<file path="config.mk">
export PLATFORM = sky130hd
export DESIGN_NAME = rfid_ascii_hex_frame_parser
export DESIGN_NICKNAME = d
export VERILOG_FILES = /design/src/rtl/rfidh_pkg.sv /design/src/rtl/rfid_ascii_hex_frame_parser.sv
export SDC_FILE = /design/constraint.sdc
export NUM_CORES = 1
export LEC_CHECK = 0
export BUFFER_PORTS_ARGS = -buffer_cell sky130_fd_sc_hd__buf_2
export CORE_ASPECT_RATIO = 0.6
export CORE_MARGIN = 1
export CORE_UTILIZATION = 35
export CTS_CLUSTER_DIAMETER = 80
export DETAILED_ROUTE_END_ITERATION = 8
export SKIP_LAST_GASP = 1
export SLEW_MARGIN = 10
export SYNTH_ARGS = -nofsm -noshare
export SYNTH_HDL_FRONTEND = slang
export SYNTH_SLANG_ARGS = --single-unit
</file>
<file path="constraint.sdc">
create_clock -name clk -period 4.2 [get_ports clk]
set_clock_uncertainty 0.2 [all_clocks]
set_input_delay 0.21 -clock clk [delete_from_list [all_inputs] [get_ports clk]]
set_output_delay 0.21 -clock clk [all_outputs]
set_load 0.005 [all_outputs]
</file>
<file path="src/rtl/rfidh_pkg.sv">
// Package for the ASCII hex tag frame parser.
// Holds item types, register indexes, frame positions, status codes and the hex decoder.
// No dependencies; every rtl file refers to it by scoped names.
package rfidh_pkg;

	// input item: a received byte or a millisecond tick
	typedef struct packed {
		logic       mode;
		logic [7:0] rx_byte;
	} rfidh_in_t;

	// result item: one for every input item
	typedef struct packed {
		logic        frame_done;
		logic [2:0]  status;
		logic [31:0] tag_id;
		logic        tag_near;
	} rfidh_out_t;

	// item kinds
	localparam logic MODE_BYTE = 1'b0;
	localparam logic MODE_TICK = 1'b1;

	// register indexes (byte address / 4)
	localparam logic [1:0] REG_HOLDOFF = 2'd0;
	localparam logic [1:0] REG_START   = 2'd1;
	localparam logic [1:0] REG_END     = 2'd2;

	// register reset values
	localparam logic [15:0] HOLDOFF_RST = 16'd100;
	localparam logic [7:0]  START_RST   = 8'h02;
	localparam logic [7:0]  END_RST     = 8'h03;

	// frame positions: index of the next byte expected
	localparam logic [3:0] POS_IDLE     = 4'd0;
	localparam logic [3:0] POS_VER_LAST = 4'd2;
	localparam logic [3:0] POS_TAG_LAST = 4'd10;
	localparam logic [3:0] POS_END      = 4'd13;

	// result status codes
	localparam logic [2:0] ST_NEW     = 3'd0;
	localparam logic [2:0] ST_REPEAT  = 3'd1;
	localparam logic [2:0] ST_BAD_END = 3'd2;
	localparam logic [2:0] ST_BAD_HEX = 3'd3;
	localparam logic [2:0] ST_BAD_SUM = 3'd4;

	// decode an ASCII hex digit: {valid, nibble}; nibble is zero when not a digit
	function automatic logic [4:0] hex_decode(input logic [7:0] c);
		logic [7:0] diff;
		logic       ok;
		diff = 8'h00;
		ok   = 1'b0;
		if (c inside {[8'h30:8'h39]}) begin
			diff = c - 8'h30;
			ok   = 1'b1;
		end else if (c inside {[8'h41:8'h46]}) begin
			diff = c - 8'h37;
			ok   = 1'b1;
		end else if (c inside {[8'h61:8'h66]}) begin
			diff = c - 8'h57;
			ok   = 1'b1;
		end
		return {ok, diff[3:0]};
	endfunction

endpackage

</file>
<file path="src/rtl/rfid_ascii_hex_frame_parser.sv">
// Top level of the ASCII hex tag frame parser: input register, frame logic, result register.
// Depends on rfidh_pkg for item types, codes and the hex decoder.
//
// One result item leaves for every input item once it is taken; the item passes
// through the input register and then the result register. A new item is
// taken in every cycle while results are collected; the only limit is the
// stall on the result side, through the two-entry path of input register and
// result register. A frame is the start byte followed by 13 bytes: two hex
// digits of version, eight of tag, two of checksum and the end byte. Ticks
// advance the hold-off timer and never disturb a frame in progress. Registers
// (holdoff_ticks at 0x0, start_byte at 0x4, end_byte at 0x8) must be written
// only while no item is in flight; the block itself does not enforce this.
module rfid_ascii_hex_frame_parser #(
	parameter int TIMER_BITS = 16
) (
	input  logic                  clk,
	input  logic                  arst_n,
	// input items
	input  logic                  in_valid,
	output logic                  in_stall,
	input  rfidh_pkg::rfidh_in_t  in_data,
	// result items
	output logic                  out_valid,
	input  logic                  out_stall,
	output rfidh_pkg::rfidh_out_t out_data,
	// configuration
	input  logic                  psel,
	input  logic                  penable,
	input  logic                  pwrite,
	input  logic [3:0]            paddr,
	input  logic [31:0]           pwdata,
	output logic [31:0]           prdata,
	output logic                  pready
);

	localparam int CMP_W = (TIMER_BITS > 16) ? TIMER_BITS : 16;

	// configuration registers
	logic [15:0] holdoff_q;
	logic [7:0]  start_byte_q;
	logic [7:0]  end_byte_q;

	// frame state
	logic [3:0]            pos_q,     pos_nxt;
	logic [7:0]            ver_q,     ver_nxt;
	logic [31:0]           tag_q,     tag_nxt;
	logic [7:0]            chk_q,     chk_nxt;
	logic                  hex_bad_q, hex_bad_nxt;
	logic [31:0]           prev_tag_q, prev_tag_nxt;
	logic [TIMER_BITS-1:0] elapsed_q, elapsed_nxt;

	// pipeline
	logic                  valid_s1;
	rfidh_pkg::rfidh_in_t  item_s1;
	logic                  out_valid_q;
	rfidh_pkg::rfidh_out_t out_q;
	rfidh_pkg::rfidh_out_t res;
	logic                  out_load;
	logic                  advance;

	// frame logic helpers
	logic [4:0] hex;
	logic [7:0] sum;

	// configuration writes and reads
	assign pready = 1'b1;

	always_ff @(posedge clk or negedge arst_n) begin
		if (!arst_n) begin
			holdoff_q    <= rfidh_pkg::HOLDOFF_RST;
			start_byte_q <= rfidh_pkg::START_RST;
			end_byte_q   <= rfidh_pkg::END_RST;
		end else if (psel && penable && pwrite && pready) begin
			case (paddr[3:2])
				rfidh_pkg::REG_HOLDOFF: holdoff_q    <= pwdata[15:0];
				rfidh_pkg::REG_START:   start_byte_q <= pwdata[7:0];
				rfidh_pkg::REG_END:     end_byte_q   <= pwdata[7:0];
				default: ;
			endcase
		end
	end

	always_comb begin
		case (paddr[3:2])
			rfidh_pkg::REG_HOLDOFF: prdata = {16'h0000, holdoff_q};
			rfidh_pkg::REG_START:   prdata = {24'h000000, start_byte_q};
			rfidh_pkg::REG_END:     prdata = {24'h000000, end_byte_q};
			default:                prdata = 32'h0000_0000;
		endcase
	end

	// handshake: result register loads when empty or being taken
	assign out_load  = !out_valid_q || !out_stall;
	assign advance   = valid_s1 && out_load;
	assign in_stall  = valid_s1 && !out_load;
	assign out_valid = out_valid_q;
	assign out_data  = out_q;

	// input register
	always_ff @(posedge clk or negedge arst_n) begin
		if (!arst_n) begin
			valid_s1 <= 1'b0;
		end else if (!in_stall) begin
			valid_s1 <= in_valid;
		end
	end

	always_ff @(posedge clk) begin
		if (in_valid && !in_stall) begin
			item_s1 <= in_data;
		end
	end

	// frame step for the item in the input register
	assign hex = rfidh_pkg::hex_decode(item_s1.rx_byte);
	assign sum = chk_q ^ ver_q ^ tag_q[31:24] ^ tag_q[23:16] ^ tag_q[15:8] ^ tag_q[7:0];

	always_comb begin
		pos_nxt      = pos_q;
		ver_nxt      = ver_q;
		tag_nxt      = tag_q;
		chk_nxt      = chk_q;
		hex_bad_nxt  = hex_bad_q;
		prev_tag_nxt = prev_tag_q;
		elapsed_nxt  = elapsed_q;
		res.frame_done = 1'b0;
		res.status     = rfidh_pkg::ST_NEW;
		res.tag_id     = 32'h0000_0000;

		if (item_s1.mode == rfidh_pkg::MODE_TICK) begin
			// count ticks, saturate at all ones
			if (elapsed_q != {TIMER_BITS{1'b1}}) begin
				elapsed_nxt = elapsed_q + 1'b1;
			end
		end else if (pos_q == rfidh_pkg::POS_IDLE) begin
			// drop bytes until the start byte
			if (item_s1.rx_byte == start_byte_q) begin
				ver_nxt     = 8'h00;
				tag_nxt     = 32'h0000_0000;
				chk_nxt     = 8'h00;
				hex_bad_nxt = 1'b0;
				pos_nxt     = pos_q + 4'd1;
			end
		end else if (pos_q < rfidh_pkg::POS_END) begin
			// shift the digit into its field
			if (!hex[4]) begin
				hex_bad_nxt = 1'b1;
			end
			if (pos_q <= rfidh_pkg::POS_VER_LAST) begin
				ver_nxt = {ver_q[3:0], hex[3:0]};
			end else if (pos_q <= rfidh_pkg::POS_TAG_LAST) begin
				tag_nxt = {tag_q[27:0], hex[3:0]};
			end else begin
				chk_nxt = {chk_q[3:0], hex[3:0]};
			end
			pos_nxt = pos_q + 4'd1;
		end else begin
			// closing byte: judge the frame
			res.frame_done = 1'b1;
			if (item_s1.rx_byte != end_byte_q) begin
				res.status = rfidh_pkg::ST_BAD_END;
			end else if (hex_bad_q) begin
				res.status = rfidh_pkg::ST_BAD_HEX;
			end else if (sum != 8'h00) begin
				res.status = rfidh_pkg::ST_BAD_SUM;
			end else begin
				if (tag_q == prev_tag_q &&
				    CMP_W'(elapsed_q) < CMP_W'(holdoff_q)) begin
					res.status = rfidh_pkg::ST_REPEAT;
				end else begin
					res.tag_id = tag_q;
				end
				prev_tag_nxt = tag_q;
				elapsed_nxt  = '0;
			end
			pos_nxt     = rfidh_pkg::POS_IDLE;
			ver_nxt     = 8'h00;
			tag_nxt     = 32'h0000_0000;
			chk_nxt     = 8'h00;
			hex_bad_nxt = 1'b0;
		end

		res.tag_near = CMP_W'(elapsed_nxt) < CMP_W'(holdoff_q);
	end

	// frame state, updated as the item moves on
	always_ff @(posedge clk or negedge arst_n) begin
		if (!arst_n) begin
			pos_q      <= rfidh_pkg::POS_IDLE;
			ver_q      <= 8'h00;
			tag_q      <= 32'h0000_0000;
			chk_q      <= 8'h00;
			hex_bad_q  <= 1'b0;
			prev_tag_q <= 32'h0000_0000;
			elapsed_q  <= {TIMER_BITS{1'b1}};
		end else if (advance) begin
			pos_q      <= pos_nxt;
			ver_q      <= ver_nxt;
			tag_q      <= tag_nxt;
			chk_q      <= chk_nxt;
			hex_bad_q  <= hex_bad_nxt;
			prev_tag_q <= prev_tag_nxt;
			elapsed_q  <= elapsed_nxt;
		end
	end

	// result register
	always_ff @(posedge clk or negedge arst_n) begin
		if (!arst_n) begin
			out_valid_q <= 1'b0;
		end else if (out_load) begin
			out_valid_q <= valid_s1;
		end
	end

	always_ff @(posedge clk) begin
		if (advance) begin
			out_q <= res;
		end
	end

endmodule

</file>
Yosys cells after proc, flatten, opt, wreduce, memory -nomap -nowiden
Cells that the tools add are included.
- input bits: 52
- bits in registers: 181
- word-level logic and storage cells: 133
- output and inout port bits: 72
- reduce and logical (&&, ||, !) cells: 31
- muxes and demuxes: 43
- equality and inequality tests: 12
- bitwise operators: 11
- $lt $le $gt $ge: 11
- $add $sub $neg: 5
- operator list (cell ; count):
    $mux 32 ; 9
    $mux 16 ; 7
    $mux 8 ; 8
    $pmux 16 s3 ; 1
    $xor 8x8->8 ; 5
    $mux 36 ; 1
    $eq 32x32->1 ; 1
    $lt 16x16->1 ; 2
    $mux 4 ; 6
    $add 16x1->16 const B ; 1
    $ge 8x7->1 const B ; 2
    $le 8x7->1 const B ; 2
    $ne 16x16->1 const B ; 1
    $reduce_and 5->1 ; 2
    $logic_and 1x1->1 ; 9
    $mux 3 ; 3
    $ne 3x3->1 const B ; 3
    $eq 8x8->1 ; 1
    $ge 8x6->1 const B ; 1
    $le 8x6->1 const B ; 1
    $mux 1 ; 8
    $ne 8x8->1 ; 1
    $reduce_and 4->1 ; 2
    $reduce_bool 8->1 ; 1
    23 further kinds ; 35

Logic depth before layout (Yosys ltp)
- word-level depth: 13
- mapped depth: 17
- gate-level depth less buffers: 15

Least setup slack after synthesis
OpenSTA, ideal clock, no wires.
- path kind: flip-flop to flip-flop
- start: register item_s1[0] in the netlist's numbering
- end: register out_q, in the netlist out_data[0] (data pin)
- setup slack: 0.460 ns
- data required time: 3.833 ns
- setup time: 0.167 ns
- clock period less this slack: 3.740 ns
- path buffers: 2
- arrival time: 3.373 ns
- cell stages (with the launch flop): 16
- cell sequence: edfxtp_1 -> xnor2_1 -> nand4_1 -> or4_4 -> or4_1 -> buf_4 -> clkbuf_1 -> nand3_1 -> o21ai_0 -> ha_1 -> a21o_1 -> a21o_1 -> a21oi_1 -> o21a_1 -> o21ai_0 -> a211oi_1
- RTL lines (element ; line ; text):
    start: declaration ; rfid_ascii_hex_frame_parser.sv:54 ; rfidh_pkg::rfidh_in_t item_s1;
    start signal: assignment ; rfid_ascii_hex_frame_parser.sv:110 ; item_s1 <= in_data;
    end signal: assignment ; rfid_ascii_hex_frame_parser.sv:218 ; out_q <= res;
    end: declaration ; rfid_ascii_hex_frame_parser.sv:56 ; rfidh_pkg::rfidh_out_t out_q;

==> metrics.csv <==
stage,metric,value,unit
critical_path,crit-path cells,xnor2_1 -> nand4_1 -> or4_4 -> or4_4 -> buf_4 -> a21boi_0 -> ha_1 -> nand4_1 -> or2_2 -> nor3_1 -> a211oi_1,
clocking,"CTS clk-pin slew, worst paths",0.07,ns
grt,number of global-route vias before repair,6643,
timing,RSZ-0062 raised after global routing,no,
routing,Via Count,7023,
timing,Slew headroom,0.444,
synthesis,Syn Inst Count,883,
floorplanning,Die ar.,28500,um2
cells_and_area,ratio of cells with drive above 1 in the final layout,0.245,
cells_and_area,Final Non-Filler Cells,1402,
critical_path,"Arr. time, crit path",3.84,ns
routing,Vias/cell,5.01,
synthesis,Area contributors post-synth,"dfrtp_1 (29%), edfxtp_1 (14%), dfstp_2 (5.9%)",
critical_path,kind of critical path,reg -> reg,
cells_and_area,synth-to-layout area growth,20.1,%
placed_design,dpl ws,0.152,ns
synthesis,Mapped Area,9750,um2
synthesis,post-synth top area share,0.290,
critical_path,CP Max Fanout,24,
pwr,Power Dens Cells,558,nW/um2
critical_path,"slowest stage delay, CP",0.63,ns
clocking,"Clk Latency, worst-skew pair",0.44,ns
timing,worst setup margin,0.349,ns
floorplanning,die width,217,um
synthesis,Yosys reg bits,181,
placed_design,Port Buffers,88,
pwr,clock share of power,0.265,
placed_design,DP Cell Count,1341,
floorplanning,Initial Util,0.363,
routing,Routed Antenna Nets,0,
pwr,NetSw,2460,uW
routing,Routed Wire Length,24900,um
synthesis,Avg Inst Size Synth,11.0,um2
cells_and_area,post-route cell area,11700,um2
pwr,share of power burned in registers,0.364,
cells_and_area,diodes inserted,0,
pwr,combinational fraction of design power,0.371,
pwr,Power Internal,4080,uW
placed_design,post-placement cell area,10800,um2
timing,post-route setup TNS,0,ns
grt,largest net degree at the start of global routing,66,
pwr,Net Sw Frac,0.376,
cells_and_area,Layout Nets,1118,
flow_run,Max-Cap Viols,0,
timing,Slew Limit Fails,0,
floorplanning,core box area,26900,um2
clocking,H-tree Lvls,4,
status,status,"finished, final reports clean",
routing,residual DRC count,0,
timing,Final Hold Violating Endpoints,0,
floorplanning,die height,131,um
cells_and_area,FILL cells,2526,
hold_path,worst min path class,in -> async,
timing,Slew @ Worst Pin,0.832,ns
synthesis,most common flop cell mapped by yosys,dfrtp_1,
clocking,postcts setup bufs,0,
placed_design,gpl congestion,0.843,
synthesis,dominant cell type by area after synthesis,dfrtp_1,
critical_path,crit end category,flip-flop,
critical_path,Crit path required time,4.19,ns
synthesis,Unique masters post-synth,61,
synthesis,Synth async-reset ratio,0.746,
clocking,TritonCTS clock tree,yes,
routing,TritonRoute pass-1 iters,5,
pwr,Peak VDD IR,0.000671,V
timing,min Tclk post-route,3.85,ns
timing,Tcrit/Tclk final,0.917,
critical_path,Critical Path Start Type,flip-flop,
timing,Fmax,260,MHz
critical_path,Crit-path slowest cell,or4_4,
grt,GRT Overall Usage,0.179,
placed_design,post-DP HPWL,18200,um
routing,WL/cell,17.8,um
grt,global-route wire length before repair,39100,um
critical_path,worst path buffer plus inverter count,1,
synthesis,yosys synthesis warning count,0,
clocking,clk root buf,clkbuf_16,
routing,DRT iter0 DRCs,441,
clocking,CTS max path bufs,2,
pwr,Tot Pwr,6540,uW
timing,Setup-failing EPs final,0,
grt,initial antenna violation count,0,
clocking,clk sinks,181,
pwr,Pleak,0.00540,uW
synthesis,sequential area share after synthesis,0.491,
floorplanning,Rows,46,
clocking,Inserted Clock Buffers,17,
synthesis,"top cells by count, synth","dfrtp_1 (113), nand2_1 (113), o21ai_0 (70)",
critical_path,CP top delay family,simple AND/OR/NAND/NOR gates,
grt,grt ovf,0,
floorplanning,I/O Pins,124,
synthesis,"EDFF count, synth",46,
-- logic make-up (layout without fill, tap and decap cells) --
kind of cell | Yosys count | after routing | synth area share
xor+xnor | 87 | 87 | 0.0902
flops | 181 | 181 | 0.491
compound gates | 146 | 146 | 0.0900
fa+ha+maj | 37 | 37 | 0.0475
other cells | 2 | 17 | 0.000770
mux | 78 | 78 | 0.0956
buf+inv | 87 | 231 | 0.0456
simple gates | 265 | 265 | 0.139
-- power by group through the flow --
stage | registers (uW) | logic (uW) | clock network [uW]
3_3_place_gp | 2400 | 2320 | 0
2_1_floorplan | 2340 | 1580 | 0
4_1_cts | 2380 | 2410 | 1760
5_1_grt | 2420 | 2670 | 1830
6_report | 2380 | 2420 | 1730
3_5_place_dp | 2410 | 2370 | 0
-- worst register-to-register path, delay by kind of cell, from the launching register on --
family	cells	cell delay (ns)
DFF	1	0.55
AOI/OAI and AO/OA	2	0.25
and+or+nand+nor	6	1.89
xor gates and xnor gates	1	0.12
buffers and inverters	1	0.25
adders and majority gates	1	0.34
-- final cells by class --
cell class	count	area, um2	share of cell area
Sequential cell	181	4790	0.409
Timing Repair Buffer	168	1140	0.0978
Clock buffer	17	425	0.0363
Inverter	31	116	0.00994
Multi-Input combinational cell	630	4580	0.391
Tap cell	360	450	0.0385
Clock inverter	15	204	0.0174
-- routing by layer --
layer / GRT usage / vias up / part of all wire
met5: 0 / - / 0
met4: 0.0466 / 0 / 0.0098
met3: 0.0361 / 19 / 0.051
met2: 0.224 / 169 / 0.38
met1: 0.298 / 3452 / 0.56
li1: - / 3383 / -
-- registers in the layout, summed over array words and instances (netlist names), 4 cells and up --
signal,cells
holdoff_q,16
start_byte_q,8
prev_tag_q,32
elapsed_q,16
ver_q,8
tag_q,32
item_s1,9
end_byte_q,8
out_data,37
pos_q,4
chk_q,8
-- per-stage QoR --
| stage | hold WS [ns] | util |
|---|---|---|
| 2_1_floorplan | -0.286 | - |
| 3_3_place_gp | 0.0346 | 0.401 |
| 3_5_place_dp | 0.0353 | 0.401 |
| 4_1_cts | 0.119 | 0.436 |
| 5_1_grt | 0.145 | 0.436 |
| 6_report | 0.103 | 0.436 |
-- layout by cell type, fill, tap and decap left out, types with 30 or more instances in the layout --
| master | instances |
|---|---|
| ha_1 | 37 |
| buf_4 | 49 |
| mux2_2 | 34 |
| inv_1 | 30 |
| dfrtp_1 | 113 |
| nand2_1 | 113 |
| edfxtp_1 | 46 |
| buf_2 | 87 |
| nor3b_1 | 34 |
| o21ai_0 | 70 |
| xor2_1 | 50 |
-- worst paths after layout --
kind,start,slack (ns),cells after the start,end
setup / recovery,end_byte_q[1],0.35,11,out_data[0]
hold / removal,arst_n,0.10,2,holdoff_q[10]
setup reg to reg,end_byte_q[1],0.35,11,out_data[0]
hold reg to reg,valid_s1,0.31,1,out_valid
max in group asynchronous,arst_n,2.72,3,holdoff_q[2]
min in group clk,penable,0.24,6,holdoff_q[5]
-- timing repair --
item                                    in CTS  in global routing
endpoints found under the hold margin      106                  0
hold buffers                                29                  0
endpoints found under the setup margin       0                  1
gates resized for setup                      0                  1
(Power assumes the default switching activity.)
